### config.mk
export PLATFORM = sky130hd
export DESIGN_NAME = argb_to_nv21_converter_top
export DESIGN_NICKNAME = d
export VERILOG_FILES = /design/src/a2n_pkg.sv /design/src/a2n_fifo.sv /design/src/a2n_front.sv /design/src/a2n_back.sv /design/src/argb_to_nv21_converter_top.sv
export SDC_FILE = /design/constraint.sdc
export NUM_CORES = 1
export LEC_CHECK = 0
export BUFFER_PORTS_ARGS = -buffer_cell sky130_fd_sc_hd__buf_2
export CAP_MARGIN = 20
export CORE_MARGIN = 1
export CORE_UTILIZATION = 60
export DETAILED_ROUTE_END_ITERATION = 8
export GPL_TIMING_DRIVEN = 0
export MAX_ROUTING_LAYER = met4
export PLACE_DENSITY = 0.74
export SETUP_SLACK_MARGIN = 0.02
export SLEW_MARGIN = 0
export SYNTH_ARGS = -nofsm -noshare
export SYNTH_HDL_FRONTEND = slang
export SYNTH_SLANG_ARGS = --single-unit
### constraint.sdc
create_clock -name aclk -period 8.7 [get_ports aclk]
set_input_delay 0.435 -clock aclk [delete_from_list [all_inputs] [get_ports aclk]]
set_output_delay 0.435 -clock aclk [all_outputs]
set_load 0.05 [all_outputs]
### src/a2n_pkg.sv
`timescale 1ns / 1ps
`default_nettype none

package a2n_pkg;

    // fixed field widths
    localparam int PIX_W  = 32;
    localparam int CFG_W  = 13;
    localparam int IDX_W  = 2;
    localparam int ADDR_W = 25;
    localparam int BYTE_W = 8;
    localparam int KIND_W = 2;

    // stream packing
    localparam int S_TDATA_W = 32;
    localparam int M_TDATA_W = 40;
    localparam int M_TUSER_W = 3;

    // defaults handed to the top level
    localparam int MAX_DIMENSION_DEF = 4096;
    localparam int FIFO_DEPTH_DEF    = 4;

    // frame size after reset
    localparam int WIDTH_RST  = 640;
    localparam int HEIGHT_RST = 480;

    // bt.601 studio range coefficients
    localparam int COEF_YR = 66;
    localparam int COEF_YG = 129;
    localparam int COEF_YB = 25;
    localparam int COEF_UR = 38;
    localparam int COEF_UG = 74;
    localparam int COEF_UB = 112;
    localparam int COEF_VR = 112;
    localparam int COEF_VG = 94;
    localparam int COEF_VB = 18;
    localparam int ROUND_BIAS  = 128;
    localparam int LUMA_OFFSET = 16;
    // rounding term plus 128 << 8, keeps the chroma sum non-negative
    localparam int CHROMA_BIAS = 32768 + ROUND_BIAS;

    typedef enum logic [IDX_W-1:0] {
        REG_FRAME_WIDTH  = 2'd0,
        REG_FRAME_HEIGHT = 2'd1
    } cfg_reg_t;

    typedef enum logic [KIND_W-1:0] {
        KIND_Y = 2'd0,
        KIND_V = 2'd1,
        KIND_U = 2'd2
    } kind_t;

    // one converted pixel waiting for the output side
    typedef struct packed {
        logic [BYTE_W-1:0] y_byte;
        logic [BYTE_W-1:0] v_byte;
        logic [BYTE_W-1:0] u_byte;
        logic [ADDR_W-1:0] luma_addr;
        logic [ADDR_W-1:0] chroma_addr;
        logic              chroma;
        logic              last_px;
    } entry_t;

    typedef struct packed {
        logic full;
        logic empty;
    } fifo_stat_t;

endpackage

`default_nettype wire

### src/a2n_fifo.sv
`timescale 1ns / 1ps
`default_nettype none

module a2n_fifo #(
    parameter int DEPTH = a2n_pkg::FIFO_DEPTH_DEF
) (
    input  wire logic                aclk,
    input  wire logic                aresetn,
    input  wire logic                push,
    input  wire a2n_pkg::entry_t     push_entry,
    input  wire logic                pop,
    output a2n_pkg::entry_t          head_entry,
    output a2n_pkg::fifo_stat_t      stat
);

    localparam int PTR_W = (DEPTH > 1) ? $clog2(DEPTH) : 1;
    localparam int CNT_W = $clog2(DEPTH + 1);

    a2n_pkg::entry_t  mem [DEPTH];
    logic [PTR_W-1:0] wr_ptr_reg, wr_ptr_next;
    logic [PTR_W-1:0] rd_ptr_reg, rd_ptr_next;
    logic [CNT_W-1:0] count_reg, count_next;
    logic             do_push, do_pop;

    assign stat.full  = (count_reg == CNT_W'(DEPTH));
    assign stat.empty = (count_reg == '0);
    assign do_push    = push && !stat.full;
    assign do_pop     = pop && !stat.empty;
    assign head_entry = mem[rd_ptr_reg];

    always_comb begin
        wr_ptr_next = wr_ptr_reg;
        rd_ptr_next = rd_ptr_reg;
        count_next  = count_reg;
        if (do_push) begin
            wr_ptr_next = (wr_ptr_reg == PTR_W'(DEPTH - 1)) ? '0 : wr_ptr_reg + 1'b1;
        end
        if (do_pop) begin
            rd_ptr_next = (rd_ptr_reg == PTR_W'(DEPTH - 1)) ? '0 : rd_ptr_reg + 1'b1;
        end
        if (do_push && !do_pop) begin
            count_next = count_reg + 1'b1;
        end else if (do_pop && !do_push) begin
            count_next = count_reg - 1'b1;
        end
    end

    always_ff @(posedge aclk) begin
        if (!aresetn) begin
            wr_ptr_reg <= '0;
            rd_ptr_reg <= '0;
            count_reg  <= '0;
        end else begin
            wr_ptr_reg <= wr_ptr_next;
            rd_ptr_reg <= rd_ptr_next;
            count_reg  <= count_next;
        end
    end

    always_ff @(posedge aclk) begin
        if (do_push) begin
            mem[wr_ptr_reg] <= push_entry;
        end
    end

endmodule

`default_nettype wire

### src/a2n_front.sv
`timescale 1ns / 1ps
`default_nettype none

module a2n_front #(
    parameter int MAX_DIMENSION = a2n_pkg::MAX_DIMENSION_DEF
) (
    input  wire logic                         aclk,
    input  wire logic                         aresetn,
    input  wire logic                         cfg_wr_en,
    input  wire logic [a2n_pkg::IDX_W-1:0]    cfg_index,
    input  wire logic [a2n_pkg::CFG_W-1:0]    cfg_wdata,
    input  wire logic                         in_valid,
    output logic                              in_ready,
    input  wire logic [a2n_pkg::PIX_W-1:0]    in_pixel,
    output logic                              push,
    output a2n_pkg::entry_t                   push_entry,
    input  wire a2n_pkg::fifo_stat_t          stat
);

    localparam int DIM_W  = $clog2(MAX_DIMENSION) + 1;
    localparam int CNT_W  = $clog2(MAX_DIMENSION);
    localparam int PROD_W = 2 * DIM_W;
    localparam int ADDR_W = a2n_pkg::ADDR_W;
    localparam int SUM_W  = 17;

    // reset sizes, clipped to the limit like any written size
    localparam int WIDTH_INIT  = (a2n_pkg::WIDTH_RST > MAX_DIMENSION) ?
                                 MAX_DIMENSION : a2n_pkg::WIDTH_RST;
    localparam int HEIGHT_INIT = (a2n_pkg::HEIGHT_RST > MAX_DIMENSION) ?
                                 MAX_DIMENSION : a2n_pkg::HEIGHT_RST;

    // frame geometry
    logic [DIM_W-1:0]  width_reg, height_reg;
    logic [DIM_W-1:0]  cfg_eff;
    logic [PROD_W-1:0] prod;
    logic [ADDR_W-1:0] plane_reg;
    logic              cfg_hit;

    // raster position
    logic [CNT_W-1:0]  col_reg, col_next;
    logic [CNT_W-1:0]  row_reg, row_next;
    logic [ADDR_W-1:0] luma_reg, luma_next;
    logic [ADDR_W-1:0] coff_reg, coff_next;
    logic              accept, chroma, last_col, last_px;

    // capture stage
    logic              a_valid_reg, a_valid_next;
    logic [23:0]       a_rgb_reg;
    logic [ADDR_W-1:0] a_luma_reg, a_coff_reg;
    logic              a_chroma_reg, a_last_px_reg;

    logic [SUM_W-1:0]  r_ext, g_ext, b_ext;
    logic [SUM_W-1:0]  y_sum, u_sum, v_sum;

    // zero means one, anything past the limit means the limit
    always_comb begin
        if (cfg_wdata == '0) begin
            cfg_eff = DIM_W'(1);
        end else if (int'(cfg_wdata) > MAX_DIMENSION) begin
            cfg_eff = DIM_W'(MAX_DIMENSION);
        end else begin
            cfg_eff = DIM_W'(cfg_wdata);
        end
    end

    // only a write to a size register restarts the frame
    assign cfg_hit = cfg_wr_en
                   && (cfg_index inside {a2n_pkg::REG_FRAME_WIDTH, a2n_pkg::REG_FRAME_HEIGHT});

    assign prod = PROD_W'(width_reg) * PROD_W'(height_reg);

    assign in_ready = !a_valid_reg || !stat.full;
    assign accept   = in_valid && in_ready;
    assign push     = a_valid_reg && !stat.full;

    assign chroma   = !row_reg[0] && !col_reg[0];
    assign last_col = (DIM_W'(col_reg) + 1'b1) >= width_reg;
    assign last_px  = last_col && ((DIM_W'(row_reg) + 1'b1) >= height_reg);

    always_comb begin
        col_next  = col_reg;
        row_next  = row_reg;
        luma_next = luma_reg;
        coff_next = coff_reg;
        if (cfg_hit) begin
            col_next  = '0;
            row_next  = '0;
            luma_next = '0;
            coff_next = '0;
        end else if (accept) begin
            if (last_px) begin
                col_next  = '0;
                row_next  = '0;
                luma_next = '0;
                coff_next = '0;
            end else begin
                luma_next = luma_reg + 1'b1;
                coff_next = chroma ? coff_reg + ADDR_W'(2) : coff_reg;
                if (last_col) begin
                    col_next = '0;
                    row_next = row_reg + 1'b1;
                end else begin
                    col_next = col_reg + 1'b1;
                end
            end
        end
    end

    always_comb begin
        a_valid_next = a_valid_reg;
        if (accept) begin
            a_valid_next = 1'b1;
        end else if (push) begin
            a_valid_next = 1'b0;
        end
    end

    always_ff @(posedge aclk) begin
        if (!aresetn) begin
            width_reg   <= DIM_W'(WIDTH_INIT);
            height_reg  <= DIM_W'(HEIGHT_INIT);
            plane_reg   <= ADDR_W'(WIDTH_INIT * HEIGHT_INIT);
            col_reg     <= '0;
            row_reg     <= '0;
            luma_reg    <= '0;
            coff_reg    <= '0;
            a_valid_reg <= 1'b0;
        end else begin
            if (cfg_wr_en) begin
                case (cfg_index)
                    a2n_pkg::REG_FRAME_WIDTH:  width_reg  <= cfg_eff;
                    a2n_pkg::REG_FRAME_HEIGHT: height_reg <= cfg_eff;
                    default: ;
                endcase
            end
            plane_reg   <= ADDR_W'(prod);
            col_reg     <= col_next;
            row_reg     <= row_next;
            luma_reg    <= luma_next;
            coff_reg    <= coff_next;
            a_valid_reg <= a_valid_next;
        end
    end

    always_ff @(posedge aclk) begin
        if (accept) begin
            a_rgb_reg     <= in_pixel[23:0];
            a_luma_reg    <= luma_reg;
            a_coff_reg    <= coff_reg;
            a_chroma_reg  <= chroma;
            a_last_px_reg <= last_px;
        end
    end

    // sums stay inside 0..65535, so the shift right by 8 is a byte select
    // and no clamp is ever active
    assign r_ext = SUM_W'(a_rgb_reg[23:16]);
    assign g_ext = SUM_W'(a_rgb_reg[15:8]);
    assign b_ext = SUM_W'(a_rgb_reg[7:0]);

    assign y_sum = r_ext * SUM_W'(a2n_pkg::COEF_YR) + g_ext * SUM_W'(a2n_pkg::COEF_YG)
                 + b_ext * SUM_W'(a2n_pkg::COEF_YB) + SUM_W'(a2n_pkg::ROUND_BIAS);
    assign u_sum = SUM_W'(a2n_pkg::CHROMA_BIAS) + b_ext * SUM_W'(a2n_pkg::COEF_UB)
                 - r_ext * SUM_W'(a2n_pkg::COEF_UR) - g_ext * SUM_W'(a2n_pkg::COEF_UG);
    assign v_sum = SUM_W'(a2n_pkg::CHROMA_BIAS) + r_ext * SUM_W'(a2n_pkg::COEF_VR)
                 - g_ext * SUM_W'(a2n_pkg::COEF_VG) - b_ext * SUM_W'(a2n_pkg::COEF_VB);

    assign push_entry.y_byte      = y_sum[15:8] + a2n_pkg::BYTE_W'(a2n_pkg::LUMA_OFFSET);
    assign push_entry.u_byte      = u_sum[15:8];
    assign push_entry.v_byte      = v_sum[15:8];
    assign push_entry.luma_addr   = a_luma_reg;
    assign push_entry.chroma_addr = plane_reg + a_coff_reg;
    assign push_entry.chroma      = a_chroma_reg;
    assign push_entry.last_px     = a_last_px_reg;

endmodule

`default_nettype wire

### src/a2n_back.sv
`timescale 1ns / 1ps
`default_nettype none

module a2n_back (
    input  wire logic                       aclk,
    input  wire logic                       aresetn,
    input  wire a2n_pkg::entry_t            head_entry,
    input  wire a2n_pkg::fifo_stat_t        stat,
    output logic                            pop,
    output logic                            out_valid,
    input  wire logic                       out_ready,
    output logic [a2n_pkg::BYTE_W-1:0]      out_byte,
    output logic [a2n_pkg::ADDR_W-1:0]      out_address,
    output a2n_pkg::kind_t                  out_kind,
    output logic                            out_last_px,
    output logic                            out_done
);

    a2n_pkg::kind_t              phase_reg, phase_next;
    logic                        valid_reg, valid_next;
    logic [a2n_pkg::BYTE_W-1:0]  byte_reg, byte_next;
    logic [a2n_pkg::ADDR_W-1:0]  addr_reg, addr_next;
    a2n_pkg::kind_t              kind_reg, kind_next;
    logic                        last_reg, last_next;
    logic                        done_reg, done_next;
    logic                        load;

    assign load = !stat.empty && (!valid_reg || out_ready);

    always_comb begin
        phase_next = phase_reg;
        valid_next = valid_reg && !out_ready;
        byte_next  = byte_reg;
        addr_next  = addr_reg;
        kind_next  = kind_reg;
        last_next  = last_reg;
        done_next  = done_reg;
        pop        = 1'b0;
        if (load) begin
            valid_next = 1'b1;
            kind_next  = phase_reg;
            case (phase_reg)
                a2n_pkg::KIND_Y: begin
                    byte_next  = head_entry.y_byte;
                    addr_next  = head_entry.luma_addr;
                    last_next  = !head_entry.chroma;
                    done_next  = !head_entry.chroma && head_entry.last_px;
                    pop        = !head_entry.chroma;
                    phase_next = head_entry.chroma ? a2n_pkg::KIND_V : a2n_pkg::KIND_Y;
                end
                a2n_pkg::KIND_V: begin
                    byte_next  = head_entry.v_byte;
                    addr_next  = head_entry.chroma_addr;
                    last_next  = 1'b0;
                    done_next  = 1'b0;
                    phase_next = a2n_pkg::KIND_U;
                end
                a2n_pkg::KIND_U: begin
                    byte_next  = head_entry.u_byte;
                    addr_next  = head_entry.chroma_addr + 1'b1;
                    last_next  = 1'b1;
                    done_next  = head_entry.last_px;
                    pop        = 1'b1;
                    phase_next = a2n_pkg::KIND_Y;
                end
                default: begin
                    valid_next = 1'b0;
                    phase_next = a2n_pkg::KIND_Y;
                end
            endcase
        end
    end

    always_ff @(posedge aclk) begin
        if (!aresetn) begin
            phase_reg <= a2n_pkg::KIND_Y;
            valid_reg <= 1'b0;
        end else begin
            phase_reg <= phase_next;
            valid_reg <= valid_next;
        end
    end

    always_ff @(posedge aclk) begin
        byte_reg <= byte_next;
        addr_reg <= addr_next;
        kind_reg <= kind_next;
        last_reg <= last_next;
        done_reg <= done_next;
    end

    assign out_valid   = valid_reg;
    assign out_byte    = byte_reg;
    assign out_address = addr_reg;
    assign out_kind    = kind_reg;
    assign out_last_px = last_reg;
    assign out_done    = done_reg;

endmodule

`default_nettype wire

### src/argb_to_nv21_converter_top.sv
`timescale 1ns / 1ps
`default_nettype none

// ARGB to NV21 converter. Pixels of a frame come in raster order, one 32-bit
// ARGB word per input beat (alpha ignored); each is turned into BT.601
// studio-range Y, V and U bytes and leaves as address/byte beats for an NV21
// buffer: every pixel gives its Y byte at the next luma address, and a pixel
// on an even row and even column also gives V then U at the next two chroma
// addresses, the chroma plane starting at width*height. The output register
// carries one byte per cycle while the sink is ready: a pixel gives one byte,
// or three on an even row and even column; a frame of even width and height
// averages 1.5 bytes per pixel, while odd sizes and single-row frames give
// more, up to three bytes per pixel for a 1x1 frame. Input beats are taken
// one per cycle while the pixel queue has room. Writing either size register
// restarts the frame; write only while the block is idle; the next pixel may
// follow in the cycle right after the write. A write to any other index does
// nothing. A size of zero counts as one, a size above MAX_DIMENSION as
// MAX_DIMENSION.
module argb_to_nv21_converter_top #(
    parameter int MAX_DIMENSION = a2n_pkg::MAX_DIMENSION_DEF,
    parameter int FIFO_DEPTH    = a2n_pkg::FIFO_DEPTH_DEF
) (
    input  wire logic                             aclk,
    input  wire logic                             aresetn,

    // size registers: index 0 frame_width, index 1 frame_height
    input  wire logic                             cfg_wr_en,
    input  wire logic [a2n_pkg::IDX_W-1:0]        cfg_index,
    input  wire logic [a2n_pkg::CFG_W-1:0]        cfg_wdata,

    // pixel input
    input  wire logic                             s_axis_tvalid,
    output logic                                  s_axis_tready,
    input  wire logic [a2n_pkg::S_TDATA_W-1:0]    s_axis_tdata,  // argb_pixel [31:0]

    // byte output
    output logic                                  m_axis_tvalid,
    input  wire logic                             m_axis_tready,
    output logic [a2n_pkg::M_TDATA_W-1:0]         m_axis_tdata,  // out_byte [7:0],
                                                                 // out_address [32:8],
                                                                 // zero [39:33]
    output logic [a2n_pkg::M_TUSER_W-1:0]         m_axis_tuser,  // sample_kind [1:0],
                                                                 // last_of_pixel [2]
    output logic                                  m_axis_tlast   // frame_done
);

    // front to queue
    logic                        push;
    a2n_pkg::entry_t             push_entry;
    // queue to back
    logic                        pop;
    a2n_pkg::entry_t             head_entry;
    a2n_pkg::fifo_stat_t         stat;
    // back outputs
    logic [a2n_pkg::BYTE_W-1:0]  out_byte;
    logic [a2n_pkg::ADDR_W-1:0]  out_address;
    a2n_pkg::kind_t              out_kind;
    logic                        out_last_px;
    logic                        out_done;

    // front: frame counters, address bookkeeping and color conversion
    a2n_front #(
        .MAX_DIMENSION (MAX_DIMENSION)
    ) u_front (
        .aclk       (aclk),
        .aresetn    (aresetn),
        .cfg_wr_en  (cfg_wr_en),
        .cfg_index  (cfg_index),
        .cfg_wdata  (cfg_wdata),
        .in_valid   (s_axis_tvalid),
        .in_ready   (s_axis_tready),
        .in_pixel   (s_axis_tdata),
        .push       (push),
        .push_entry (push_entry),
        .stat       (stat)
    );

    // converted pixels waiting for the byte serializer
    a2n_fifo #(
        .DEPTH (FIFO_DEPTH)
    ) u_fifo (
        .aclk       (aclk),
        .aresetn    (aresetn),
        .push       (push),
        .push_entry (push_entry),
        .pop        (pop),
        .head_entry (head_entry),
        .stat       (stat)
    );

    // back: one output beat per cycle while the sink is ready and a pixel waits, Y then optional V and U
    a2n_back u_back (
        .aclk        (aclk),
        .aresetn     (aresetn),
        .head_entry  (head_entry),
        .stat        (stat),
        .pop         (pop),
        .out_valid   (m_axis_tvalid),
        .out_ready   (m_axis_tready),
        .out_byte    (out_byte),
        .out_address (out_address),
        .out_kind    (out_kind),
        .out_last_px (out_last_px),
        .out_done    (out_done)
    );

    // output packing
    assign m_axis_tdata = {7'd0, out_address, out_byte};
    assign m_axis_tuser = {out_last_px, out_kind};
    assign m_axis_tlast = out_done;

    // the front never pushes into a full queue
    a_no_overflow: assert property (@(posedge aclk) disable iff (!aresetn)
        !(push && stat.full))
        else $error("pixel queue overflow");

    // frame end only on the closing byte of a pixel
    a_done_is_last: assert property (@(posedge aclk) disable iff (!aresetn)
        m_axis_tvalid && m_axis_tlast |-> m_axis_tuser[2])
        else $error("frame_done without last_of_pixel");

    // a V byte that is taken is followed right away by its U byte
    a_v_then_u: assert property (@(posedge aclk) disable iff (!aresetn)
        m_axis_tvalid && m_axis_tready && (m_axis_tuser[1:0] == a2n_pkg::KIND_V)
        |=> m_axis_tvalid && (m_axis_tuser[1:0] == a2n_pkg::KIND_U))
        else $error("V byte not followed by U byte");

    // U lands right after V in the chroma plane
    a_u_addr: assert property (@(posedge aclk) disable iff (!aresetn)
        m_axis_tvalid && m_axis_tready && (m_axis_tuser[1:0] == a2n_pkg::KIND_V)
        |=> m_axis_tdata[32:8] == $past(m_axis_tdata[32:8]) + 25'd1)
        else $error("U address does not follow V address");

endmodule

`default_nettype wire

[Yosys cells after proc, flatten, opt, wreduce, memory -nomap -nowiden]
Memories as Yosys holds them, arrays and structs flattened. A register that Yosys moved wholly into a read port is not among the register bits.
Index checks and enable logic that the tools add are counted.
Storage, ports and cells
  register bits: 249
  bits in latches: 0
  memory bits (writable): 304
  ROM bits: 0
  output and inout bits: 46
  logic and storage cells: 136
  memories: 1
Memory list
  u_fifo.mem: depth 4, bits a word 76, read ports 1, clocked after memory_dff 1, write ports 1, line a2n_fifo.sv:19  | a2n_pkg::entry_t mem [DEPTH];
Cells by class
  $add $sub $neg: 22
  multipliers: 10
  divide/modulo/power cells: 0
  order comparisons: 3
  eq/ne operators: 6
  shift-type cells: 0
  multiplexer cells: 29
  bitwise logic cells: 1
  reductions and logical operators: 41
Operators with widths (number)
  2-to-1 mux 25 bit: 3
  case mux 25 bit (3 select lines): 1
  subtractor 16 bit: 4
  adder 25 x 1 -> 25 bit (second input constant): 2
  2-to-1 mux 12 bit: 4
  multiplier 8 x 6 -> 14 bit (second input constant): 3
  adder 16 bit: 2
  adder 16 bit (first input constant): 2
  adder 12 x 1 -> 13 bit (second input constant): 2
  >= comparator 13 bit: 2
  multiplier 8 x 5 -> 13 bit (second input constant): 2
  2-to-1 mux 13 bit: 2
  adder 25 x 2 -> 25 bit (second input constant): 1
  adder 25 bit: 1
  multiplier 13 x 13 -> 25 bit: 1
  adder 12 x 1 -> 12 bit (second input constant): 2
  case mux 8 bit (3 select lines): 1
  multiplier 8 x 3 -> 11 bit (second input constant): 2
  adder 16 x 8 -> 16 bit (second input constant): 1
  multiplier 8 x 8 -> 16 bit (second input constant): 1
  greater-than comparator 13 bit (second input constant): 1
  logical NOT 13 bit: 1
  logical AND 1 bit: 12
  multiplier 8 x 4 -> 12 bit (second input constant): 1
  other kinds (23): 58

[Depth between registers and ports, before layout]
Gate-level depths: netlist (run 1).
  depth after elaboration: 8
  depth in mapped cells: 26
  mapped depth without buffers: 26

[Modules after synthesis]
A second synthesis (run 1) with hierarchy kept.
Second synthesis, totals
  cells, all modules: 3057
  area, all modules: 35460.3 um2
By module, submodules not included
  a2n_front: times used 1, cells each 2348, area an instance 21473.1 um2, sequential area each 4754.6 um2
  a2n_fifo: times used 1, cells each 448, area an instance 11484.8 um2, sequential area each 9308.9 um2
  a2n_back: times used 1, cells each 252, area an instance 2438.6 um2, sequential area each 1171.1 um2
  argb_to_nv21_converter_top: times used 1, cells each 9, area an instance 63.8 um2, sequential area each 0.0 um2

[Worst setup path after synthesis (run 1)]
No wires, ideal clock.
  kind: reg2reg
  from: reg u_front.a_rgb_reg[2]
  to: mem u_fifo.mem[0][75] (netlist name) (data pin)
  setup time: 0.277 ns
  arrival time: 5.602 ns
  data required time: 8.423 ns
  path slack: 2.820 ns
  cell stages (with the launch flop): 22
  path buffers: 0
  clock period less this slack: 5.880 ns
  cells stage by stage: edfxtp_1 ha_1 ha_1 fa_1 ha_1 a21oi_1 o21ai_0 a21oi_1 xnor2_1 fa_1 inv_1 fa_1 fa_1 inv_1 ha_1 nand3_1 a21o_1 and2_1 a211o_1 a21o_1 a211oi_1 xnor2_1
RTL lines
  start: declaration: line a2n_front.sv:48  | logic [23:0] a_rgb_reg;
  start signal: assignment: line a2n_front.sv:147  | a_rgb_reg <= in_pixel[23:0];
  end: declaration: line a2n_fifo.sv:19

==> impl_metrics.py, run 1 <==
metrics = {
    "flow_run": {
        "max_cap_violations": 0,
    },
    "run_status": {
        "status": "finished clean",
    },
    "power": {
        "p_sw_uw": 5720,
        "sw_frac_of_total": 0.411,
        "intPower_uw": 8190,
        "comb_power_share": 0.510,
        "pwr-share-clk": 0.169,
        "totalPowerFinal_uw": 13900,
        "seqPwrFrac": 0.320,
        "p_per_area_mw_per_mm2": 358,
        "vdd_drop_max_mv": 0.473,
        "leakage_uw": 0.0167,
    },
    "floorplanning": {
        "die_y_um": 244,
        "row_count": 88,
        "die_area_mm2": 0.0597,
        "core-area_mm2": 0.0579,
        "num_io_pins": 98,
        "chipWidth_um": 244,
        "start_util": 0.609,
    },
    "synth": {
        "synth_seq_cells": 553,
        "synth_area_mm2": 0.0352,
        "synth_area_leader_cell": "edfxtp_1",
        "synth_top_area_frac": 0.354,
        "synth_area_per_cell_um2": 11.7,
        "syn_inst": 3022,
        "ys_seq_area_frac": 0.432,
        "synth_enable_flop_cells": 416,
        "synth_common_cells": "inv_1, edfxtp_1, ha_1",
        "yosys_warnings": 0,
        "netlist_top_cells_area": "edfxtp_1, ha_1, fa_1",
        "ys_types": 77,
        "yosysMostFrequentCell": "inv_1",
        "async_flop_share": 0,
        "ys.flop_type": "edfxtp_1",
    },
    "place": {
        "pre_cts_ws_ps": 1980,
        "gp_congestion": 0.971,
        "dp_cells": 3883,
        "dpl.hpwl_mm": 61.5,
        "port_buffers": 82,
    },
    "critical_path": {
        "required_ps": 9060,
        "criticalPathCategory": "reg -> reg",
        "slowest_delay_ps": 710,
        "start_kind": "flop",
        "crit_path_end_kind": "flop",
        "crit_slowest_cell": "edfxtp_1",
        "cpMostUsedCell": "ha_1",
        "cp_max_fo": 8,
        "worstPathArrival_ps": 7090,
        "crit_chain": "ha_1 > ha_1 > fa_1 > ha_1 > a21oi_1 > o21ai_0 > a21oi_1 > xnor2_1 > fa_1 > inv_1 > fa_1 > fa_1 > inv_1 > ha_1 > nand3_1 > a21o_1 > a31oi_1 > a211o_1 > inv_1 > ha_1 > xor2_1 > xnor2_1",
    },
    "final_layout": {
        "final_cells": 4012,
        "finalNetCount": 3823,
        "largest_register_ffs": 304,
        "area_growth_pct": 10.3,
        "drive_gt1_frac": 0.0918,
        "n_antenna_cell": 0,
        "largest-register": "u_fifo.mem",
    },
    "clocking": {
        "cts-root-buf": "clkbuf_16",
        "ctsResizeCount": 0,
        "clock_latency_ps": 620,
        "clockBufferDepth": 3,
        "clock-sinks": 553,
        "cts-htree-levels": 2,
        "numCtsBuffers": 56,
        "cts_tree": "done",
        "clkTransAtPathRegs_ps": 70,
    },
    "grt": {
        "grt_pass1_wl_mm": 130,
        "grt_pass1_vias": 24189,
        "grt_max_degree": 56,
        "grt_use_total": 0.290,
        "antenna_found_initial": 0,
        "grt_overflow": 0,
    },
    "detailed_routing": {
        "postRouteAntennaNets": 0,
        "via_count": 23207,
        "avgRoutedWirePerCell_um": 20.3,
        "viasPerCell": 5.78,
        "drtIter0Drc": 1618,
        "drc": 0,
        "routed_wl_mm": 81.6,
        "firstDrtPassIters": 7,
    },
    "sta": {
        "min_period_ps": 6730,
        "hold_violations": 0,
        "rsz0062_at_grt": "no",
        "final.setup.tns_ps": 0,
        "relSlewSlack": 0.312,
        "skew_ps": 32.2,
        "setup-violations-final": 0,
        "fmax_ghz": 0.149,
        "slew_viol_final": 0,
        "holdWs_ps": 23.4,
        "post-route-period-util": 0.774,
        "worst_pin_slew_ps": 1020,
        "setup_slack_ps": 1970,
    },
    "worst_hold_path": {
        "hp-class": "in -> reg",
    },
}
layer usage:
layer / wire [um] / track usage / share of wire / vias to the layer above
met5: 0 / - / 0 / -
met4: 2740 / 0.0934 / 0.034 / 0
met3: 4810 / 0.0350 / 0.059 / 152
met2: 40800 / 0.490 / 0.50 / 716
met1: 33200 / 0.366 / 0.41 / 11582
li1: - / - / - / 10757
final timing paths:
path,startpoint,to,slack (ps),depth (start not counted)
max,u_front.a_rgb_reg[2],u_fifo.mem[0][74],1970,22
min,s_axis_tdata[23],u_front.a_rgb_reg[23],20,1
max reg2reg,u_front.a_rgb_reg[2],u_fifo.mem[0][74],1970,22
min reg2reg,u_front.luma_reg[24],u_front.a_luma_reg[24],460,0
per-stage QoR:
step	utilization	instance area (um2)
2_1_floorplan	-	35300
3_3_place_gp	0.633	36600
3_5_place_dp	0.635	36800
4_1_cts	0.671	38900
5_1_grt	0.671	38900
6_report	0.671	38900
cell type report:
class / instances / area, um2
flip-flops and latches: 553 / 15200
inverters: 422 / 1590
well taps: 765 / 957
plain buffers: 92 / 418
fillers: 4249 / 19100
clock buffers: 78 / 1600
clock inverters: 28 / 221
multi-input cells: 1961 / 18000
repair buffers: 113 / 793
cell families after synthesis:
| kind of cell | synth area share |
|---|---|
| AOI/OAI and AO/OA | 0.0695 |
| buffers and inverters | 0.0567 |
| adders and majority gates | 0.246 |
| xor gates and xnor gates | 0.0480 |
| other | 0.000106 |
| and+or+nand+nor | 0.0944 |
| DFF | 0.432 |
| muxes | 0.0531 |
critical path: cells and delay by family, from the launching register on:
family | cells | cell delay [ps]
buf+inv | 3 | 190
simple gates | 1 | 80
compound gates | 6 | 1330
xor+xnor | 3 | 630
fa+ha+maj | 9 | 3560
flops | 1 | 710
what timing repair did:
action	in CTS	in global routing
endpoints found under the setup margin	0	0
endpoints found under the hold margin	23	0
buffers inserted	0	0
hold buffers	23	0
cell usage in the layout, fill, tap and decap left out, types with 7 or more instances in the layout:
master and instances:
a211oi_1 9, a21o_1 41, a21oi_1 135, a221oi_1 16, a22oi_1 19, a31oi_1 8
and2_1 34, and3_1 36, buf_2 91, buf_4 10, clkbuf_1 83, clkbuf_16 60
clkinv_1 10, clkinv_2 9, conb_1 7, dfxtp_1 137, dlygate4sd3_1 23, edfxtp_1 416
fa_1 201, ha_1 371, inv_1 417, mux2i_1 16, mux4_2 76, nand2_1 233
nand2b_1 17, nand3_1 40, nand3b_1 20, nand4_1 14, nor2_1 238, nor2b_1 12
nor3_1 26, nor3b_1 9, o211ai_1 10, o21a_1 12, o21ai_0 63, o21bai_1 21
xnor2_1 106, xor2_1 87
power groups by stage:
stage | Clock [uW] | Combinational [uW] | Sequential [uW]
2_1_floorplan | 0 | 4700 | 4770
3_3_place_gp | 0 | 6720 | 4510
3_5_place_dp | 0 | 7100 | 4510
4_1_cts | 2390 | 7160 | 4460
5_1_grt | 2490 | 7880 | 4480
6_report | 2360 | 7100 | 4450
(Power assumes the default switching activity.)
==> run 2: changes to the inputs <==
--- a/config.mk
+++ b/config.mk
@@ -8,11 +8,11 @@
 export BUFFER_PORTS_ARGS = -buffer_cell sky130_fd_sc_hd__buf_2
 export CAP_MARGIN = 20
 export CORE_MARGIN = 1
-export CORE_UTILIZATION = 60
+export CORE_UTILIZATION = 58
 export DETAILED_ROUTE_END_ITERATION = 8
 export GPL_TIMING_DRIVEN = 0
 export MAX_ROUTING_LAYER = met4
-export PLACE_DENSITY = 0.74
+export PLACE_DENSITY = 0.75
 export SETUP_SLACK_MARGIN = 0.02
 export SLEW_MARGIN = 0
 export SYNTH_ARGS = -nofsm -noshare
==> constraint.sdc (replaced) <==
create_clock -name aclk -period 5.8 [get_ports aclk]
set_input_delay 0.29 -clock aclk [delete_from_list [all_inputs] [get_ports aclk]]
set_output_delay 0.29 -clock aclk [all_outputs]
set_load 0.05 [all_outputs]
==> run 2 against run 1 <==
- the run now ends with negative setup slack left
- cell area increased by 4.2%
- global-route usage decreased by 0.15 points
- hold slack got worse by 13 ps
- critical path type unchanged
- count of clock-buffer cells in the layout decreased by 4
- worst setup slack got worse by 2400 ps
- core utilization increased by 0.88 points
- clock skew increased by 13 ps
- flip-flop and latch count unchanged
- register-to-register slack got worse by 2400 ps
- critical path depth increased by 3
==> impl_metrics.py, run 2 (synthesized netlist as in run 1, its figures left out) <==
metrics = {
    "run_status": {
        "status": "complete, but fails checks",
        "violations": "negative setup slack",
    },
    "clocking": {
        "numCtsBuffers": 56,
        "cts-root-buf": "clkbuf_16",
        "clock_latency_ps": 640,
        "cts-htree-levels": 2,
        "cts_tree": "done",
        "clkTransAtPathRegs_ps": 60,
        "clockBufferDepth": 3,
        "clock-sinks": 553,
    },
    "final_layout": {
        "mostFrequentLayoutCells": "edfxtp_1, inv_1, ha_1, nor2_1, nand2_1",
        "final_common_cell": "edfxtp_1",
        "multi_input_area_mm2": 0.0187,
        "design_area_mm2": 0.0405,
        "n_antenna_cell": 0,
        "finalNetCount": 3914,
        "utilization": 0.680,
        "area_growth_pct": 14.9,
        "fillers": 4093,
        "largest-register": "u_fifo.mem",
        "regArea_mm2": 0.0152,
        "largest_register_ffs": 304,
        "drive_gt1_frac": 0.151,
        "final_cells": 4111,
    },
    "sta": {
        "relSlewSlack": 0.245,
        "setup-violations-final": 12,
        "final.setup.tns_ps": -3650,
        "min_period_ps": 6190,
        "hold_violations": 0,
        "fmax_ghz": 0.162,
        "post-route-period-util": 1.07,
        "skew_ps": 45.6,
        "rsz0062_at_grt": "yes",
        "worst_pin_slew_ps": 1120,
        "slew_viol_final": 0,
        "setup_slack_ps": -389,
    },
    "grt": {
        "grt_pass1_wl_mm": 135,
        "antenna_found_initial": 0,
        "grt_use_total": 0.289,
        "grt_pass1_vias": 24937,
        "grt_overflow": 0,
        "grt_max_degree": 46,
    },
    "floorplanning": {
        "die_y_um": 249,
        "row_count": 89,
        "chipWidth_um": 249,
        "core-area_mm2": 0.0596,
        "num_io_pins": 98,
        "die_area_mm2": 0.0618,
        "start_util": 0.592,
    },
    "worst_hold_path": {
        "hp-class": "in -> reg",
        "worstHoldEndpoint": "u_front.width_reg[9]",
        "hold-path-cell-count": 3,
        "min-delay-start": "cfg_wdata[9]",
    },
    "critical_path": {
        "worstPathArrival_ps": 6510,
        "required_ps": 6120,
        "cp_max_fo": 4,
        "start_kind": "flop",
        "r2r-start": "u_front.a_rgb_reg[3]",
        "cpMostUsedCell": "ha_1",
        "reg2reg_slack_ps": -390,
        "regToRegEndpoint": "u_fifo.mem[2][75]",
        "r2r_cells": 25,
        "crit_slowest_cell": "fa_1",
        "slowest_delay_ps": 520,
        "crit_path_end_kind": "flop",
        "criticalPathCategory": "reg -> reg",
    },
    "place": {
        "pre_cts_ws_ps": -781,
        "port_buffers": 82,
        "dp_cells": 3891,
        "dpl-instance-area_mm2": 0.0368,
        "dpl.hpwl_mm": 61.5,
        "gp_congestion": 0.994,
    },
    "detailed_routing": {
        "routed_wl_mm": 86.5,
        "drc": 0,
        "avgRoutedWirePerCell_um": 21.0,
        "postRouteAntennaNets": 0,
        "via_count": 23981,
        "drtIter0Drc": 1734,
        "viasPerCell": 5.83,
        "firstDrtPassIters": 6,
    },
    "power": {
        "p_per_area_mw_per_mm2": 570,
        "vdd_drop_max_mv": 0.754,
        "leakage_uw": 0.0174,
    },
    "flow_run": {
        "max_cap_violations": 0,
    },
}
## run 2: cell types whose count changed in the layout (fill, tap and decap cells not counted), moves of 8 or more
cell and change:
ha_4 +20, o21ai_0 -10, dfxtp_1 -8, a21oi_1 -13
dlygate4sd3_1 +14, xnor2_1 -11, ha_1 -22, xnor2_2 +10
buf_4 +78, clkbuf_1 -26, dfxtp_2 +8, a21oi_2 +11
clkbuf_2 +10
## run 2: layout make-up
| class | count | area share |
|---|---|---|
| clock buffer | 74 | 0.0383 |
| clock inverter | 32 | 0.0111 |
| sequential | 553 | 0.376 |
| multi-input combinational | 1961 | 0.462 |
| inverter | 422 | 0.0393 |
| timing repair buffer | 207 | 0.0383 |
| buffer | 89 | 0.0111 |
| tap | 773 | 0.0239 |
## run 2: where the power goes
part	internal (uW)	total [uW]	switching (uW)
combinational	5060	12600	7510
clock	2260	3880	1620
sequential	6440	6640	198
total	13800	23100	9330
## run 2: how the worst max path moves through the flow
stage,startpoint,endpoint,slack (ps),depth (start not counted)
global route,u_front.a_rgb_reg[3],u_fifo.mem[2][75],-490,25
detailed placement,u_front.a_rgb_reg[2],u_fifo.mem[0][75],-780,21
global placement,u_front.a_rgb_reg[2],u_fifo.mem[0][75],-640,21
CTS,u_front.a_rgb_reg[2],u_fifo.mem[2][75],-170,21
finish,u_front.a_rgb_reg[3],u_fifo.mem[2][75],-390,25
floorplan,u_front.a_rgb_reg[3],u_fifo.mem[0][74],40,22
## run 2: worst max-delay path: cells and delay by family, from the launching register on
family	cells	cell delay, ps
xor gates and xnor gates	2	480
adders and majority gates	8	2910
DFF	1	480
AOI/OAI and AO/OA	10	1610
buffers and inverters	5	410
## run 2: timing repair
action / CTS / global route
gates resized for setup: 67 / 93
setup endpoints to repair: 52 / 68
hold endpoints to repair: 38 / 0
buffers inserted: 28 / 52
pin swaps: 27 / 46
hold buffers: 37 / 0
## run 2: routing by layer
layer	GRT usage	wire length, um	up-vias	part of all wire
li1	-	-	10945	-
met1	0.363	35000	12047	0.40
met2	0.493	43600	815	0.50
met3	0.0345	5290	174	0.061
met4	0.0838	2690	0	0.031
met5	-	0	-	0
## run 2: per-stage QoR
stage	total power (uW)	hold WS (ps)
floorplan	14200	389
global placement	16600	439
detailed placement	17100	450
CTS	21800	0.974
global route	24500	31.2
finish	23100	10.8
==> run 3: changes to the inputs <==
--- a/config.mk
+++ b/config.mk
@@ -5,6 +5,7 @@
 export SDC_FILE = /design/constraint.sdc
 export NUM_CORES = 1
 export LEC_CHECK = 0
+export ABC_AREA = 1
 export BUFFER_PORTS_ARGS = -buffer_cell sky130_fd_sc_hd__buf_2
 export CAP_MARGIN = 20
 export CORE_MARGIN = 1
==> run 3 against run 2 <==
- critical endpoint is now u_fifo.mem[3][75]
- sequential share of layout area shrank 2.2 points
- flip-flop and latch count is the same
- clock skew shrank 1.3 ps
- global-route usage grew 1.5 points
- first-iteration DRC count grew 70%
- cell area grew 6.2%
- via count grew 24%
- the run now ends clean
- non-clock buffer count grew 6
==> impl_metrics.py, run 3 <==
metrics = {
    "place": {
        "pre_cts_ws_ps": -583,
        "port_buffers": 81,
        "dp_cells": 5124,
        "dpl.hpwl_mm": 73.0,
        "gp_congestion": 0.990,
    },
    "clocking": {
        "cts-root-buf": "clkbuf_16",
        "clock-sinks": 553,
        "cts_tree": "done",
        "clock_latency_ps": 650,
        "numCtsBuffers": 57,
        "clockBufferDepth": 3,
        "cts-htree-levels": 2,
        "clkTransAtPathRegs_ps": 60,
    },
    "power": {
        "vdd_drop_max_mv": 0.721,
        "intPower_uw": 14500,
        "sw_frac_of_total": 0.450,
        "p_sw_uw": 11900,
        "pwr-share-clk": 0.150,
        "leakage_uw": 0.0198,
        "seqPwrFrac": 0.266,
        "comb_power_share": 0.584,
        "p_per_area_mw_per_mm2": 613,
    },
    "critical_path": {
        "required_ps": 6190,
        "cp_max_fo": 4,
        "r2r-start": "u_front.a_rgb_reg[3]",
        "critical_path.top_delay_family": "adder cells",
        "cpMostUsedCell": "nand2_2",
        "critical_path.startpoint": "u_front.a_rgb_reg[3]",
        "worstPathArrival_ps": 6100,
        "slowest_delay_ps": 560,
        "crit_slowest_cell": "fa_1",
        "start_kind": "flop",
        "reg2reg_slack_ps": 80,
        "critPathBufInv": 2,
        "crit_path_end_kind": "flop",
        "criticalPathCategory": "reg -> reg",
    },
    "synth": {
        "synth_seq_cells": 553,
        "ys_seq_area_frac": 0.402,
        "ys_types": 51,
        "ys.flop_type": "edfxtp_1",
        "synthXorXnorAreaFrac": 0.0298,
        "yosys.area_share.adder": 0.229,
        "synth_top_family_by_area": "adder cells",
        "synth_enable_flop_cells": 416,
        "netlist_top_cells_area": "edfxtp_1, ha_1, fa_1",
        "yosys-mux-area-fraction": 0,
        "synth_top_area_frac": 0.330,
        "synth-simple-area-share": 0.166,
        "synth_area_mm2": 0.0379,
        "synth_area_leader_cell": "edfxtp_1",
        "synth_compound_area_frac": 0.0885,
        "yosys_warnings": 0,
        "async_flop_share": 0,
        "synth_area_per_cell_um2": 9.09,
        "synth_common_cells": "nand2_1, inv_1, edfxtp_1",
        "yosysMostFrequentCell": "nand2_1",
        "syn_inst": 4169,
    },
    "grt": {
        "grt_max_degree": 50,
        "grt_pass1_wl_mm": 154,
        "grt_overflow": 0,
        "grt_use_total": 0.304,
        "antenna_found_initial": 0,
        "grt_pass1_vias": 29039,
    },
    "floorplanning": {
        "die_area_mm2": 0.0663,
        "start_util": 0.588,
        "row_count": 93,
        "num_io_pins": 98,
        "chipWidth_um": 258,
        "die_y_um": 258,
        "core-area_mm2": 0.0645,
    },
    "worst_hold_path": {
        "min-delay-start": "s_axis_tvalid",
        "hp-class": "in -> reg",
    },
    "detailed_routing": {
        "avgRoutedWirePerCell_um": 18.5,
        "drc": 0,
        "viasPerCell": 5.61,
        "routed_wl_mm": 98.1,
        "drtIter0Drc": 2943,
        "postRouteAntennaNets": 0,
        "firstDrtPassIters": 6,
        "via_count": 29791,
    },
    "sta": {
        "min_period_ps": 5720,
        "setup_slack_ps": 83.7,
        "worst_pin_slew_ps": 1080,
        "relSlewSlack": 0.275,
        "rsz0062_at_grt": "yes",
        "fmax_ghz": 0.175,
        "slew_viol_final": 0,
        "skew_ps": 44.4,
        "setup-violations-final": 0,
        "post-route-period-util": 0.986,
        "holdWs_ps": 55.0,
        "hold_violations": 0,
    },
    "flow_run": {
        "max_cap_violations": 0,
    },
    "final_layout": {
        "largest_register_ffs": 304,
        "final_common_cell": "nand2_1",
        "drive_gt1_frac": 0.0967,
        "fillers": 4982,
        "area_growth_pct": 13.5,
        "n_antenna_cell": 0,
        "regArea_mm2": 0.0152,
        "finalNetCount": 5035,
        "utilization": 0.667,
        "multi_input_area_mm2": 0.0200,
        "mostFrequentLayoutCells": "nand2_1, inv_1, edfxtp_1, ha_1, nor2_1",
        "final_cells": 5314,
        "largest-register": "u_fifo.mem",
    },
    "run_status": {
        "status": "finished clean",
    },
}
-- run 3: cell count changes after synthesis, sizes merged, moves of 45 or more --
cell   previous run  this run
a21oi           136       225
inv             417       677
mux4             76         0
nand2           233       824
nand3            42       252
nor2            239       324
o21ai            69       231
o22ai             2        47
xnor2           106        44
-- run 3: per-stage QoR --
step                setup TNS, ps  cell area, um2  power (uW)
floorplan                       0           37900       16400
global placement          -305670           39400       19700
detailed placement         -10820           39700       20100
CTS                             0           42400       24600
global route                -1330           43000       28100
finish                          0           43000       26400
-- run 3: area by class of cell --
type / instances / area share
Multi-Input combinational cell: 2814 / 0.466
Buffer: 125 / 0.0150
Timing Repair Buffer: 177 / 0.0334
Clock inverter: 34 / 0.0107
Sequential cell: 553 / 0.354
Tap cell: 855 / 0.0249
Clock buffer: 73 / 0.0365
Inverter: 683 / 0.0598
-- run 3: tightest hold or removal path, stage by stage --
cell and delay (ps):
buf_2 110, a31o_2 150, nand3_1 70, inv_1 50
-- run 3: path summary, 6_finish.rpt --
| check | to | cells past startpoint |
|---|---|---|
| max reg2reg | u_fifo.mem[3][75] | 27 |
| min reg2reg | u_front.a_coff_reg[24] | 0 |
| max | u_fifo.mem[3][75] | 27 |
| min | u_front.luma_reg[2] | 4 |
-- run 3: power by group through the flow --
stage	sequential [uW]	combinational [uW]	clock, uW
3_5_place_dp	7110	12900	0
3_3_place_gp	7140	12600	0
5_1_grt	7040	16900	4140
2_1_floorplan	7500	8860	0
6_report	7000	15400	3960
4_1_cts	7010	13600	3990
-- run 3: layer usage --
| layer | global-route usage | vias up | share of wire |
|---|---|---|---|
| li1 | - | 14227 | - |
| met2 | 0.480 | 1206 | 0.47 |
| met1 | 0.403 | 14137 | 0.42 |
| met3 | 0.0399 | 221 | 0.076 |
| met4 | 0.113 | 0 | 0.039 |
| met5 | - | - | 0 |
-- run 3: repair_timing --
| item | CTS | global route |
|---|---|---|
| resized for setup | 26 | 101 |
| endpoints found under the hold margin | 39 | 0 |
| pin swaps | 7 | 35 |
| hold buffers | 32 | 0 |
| setup buffers | 24 | 27 |
| cloned | 0 | 0 |
| setup endpoints to repair | 50 | 68 |
-- run 3: logic make-up after synthesis --
group | after synthesis
AO/OA/AOI/OAI | 605
XOR/XNOR | 129
adder cells (fa/ha/maj) | 572
buffers and inverters | 808
flip-flops | 553
other | 1
AND/OR/NAND/NOR | 1501
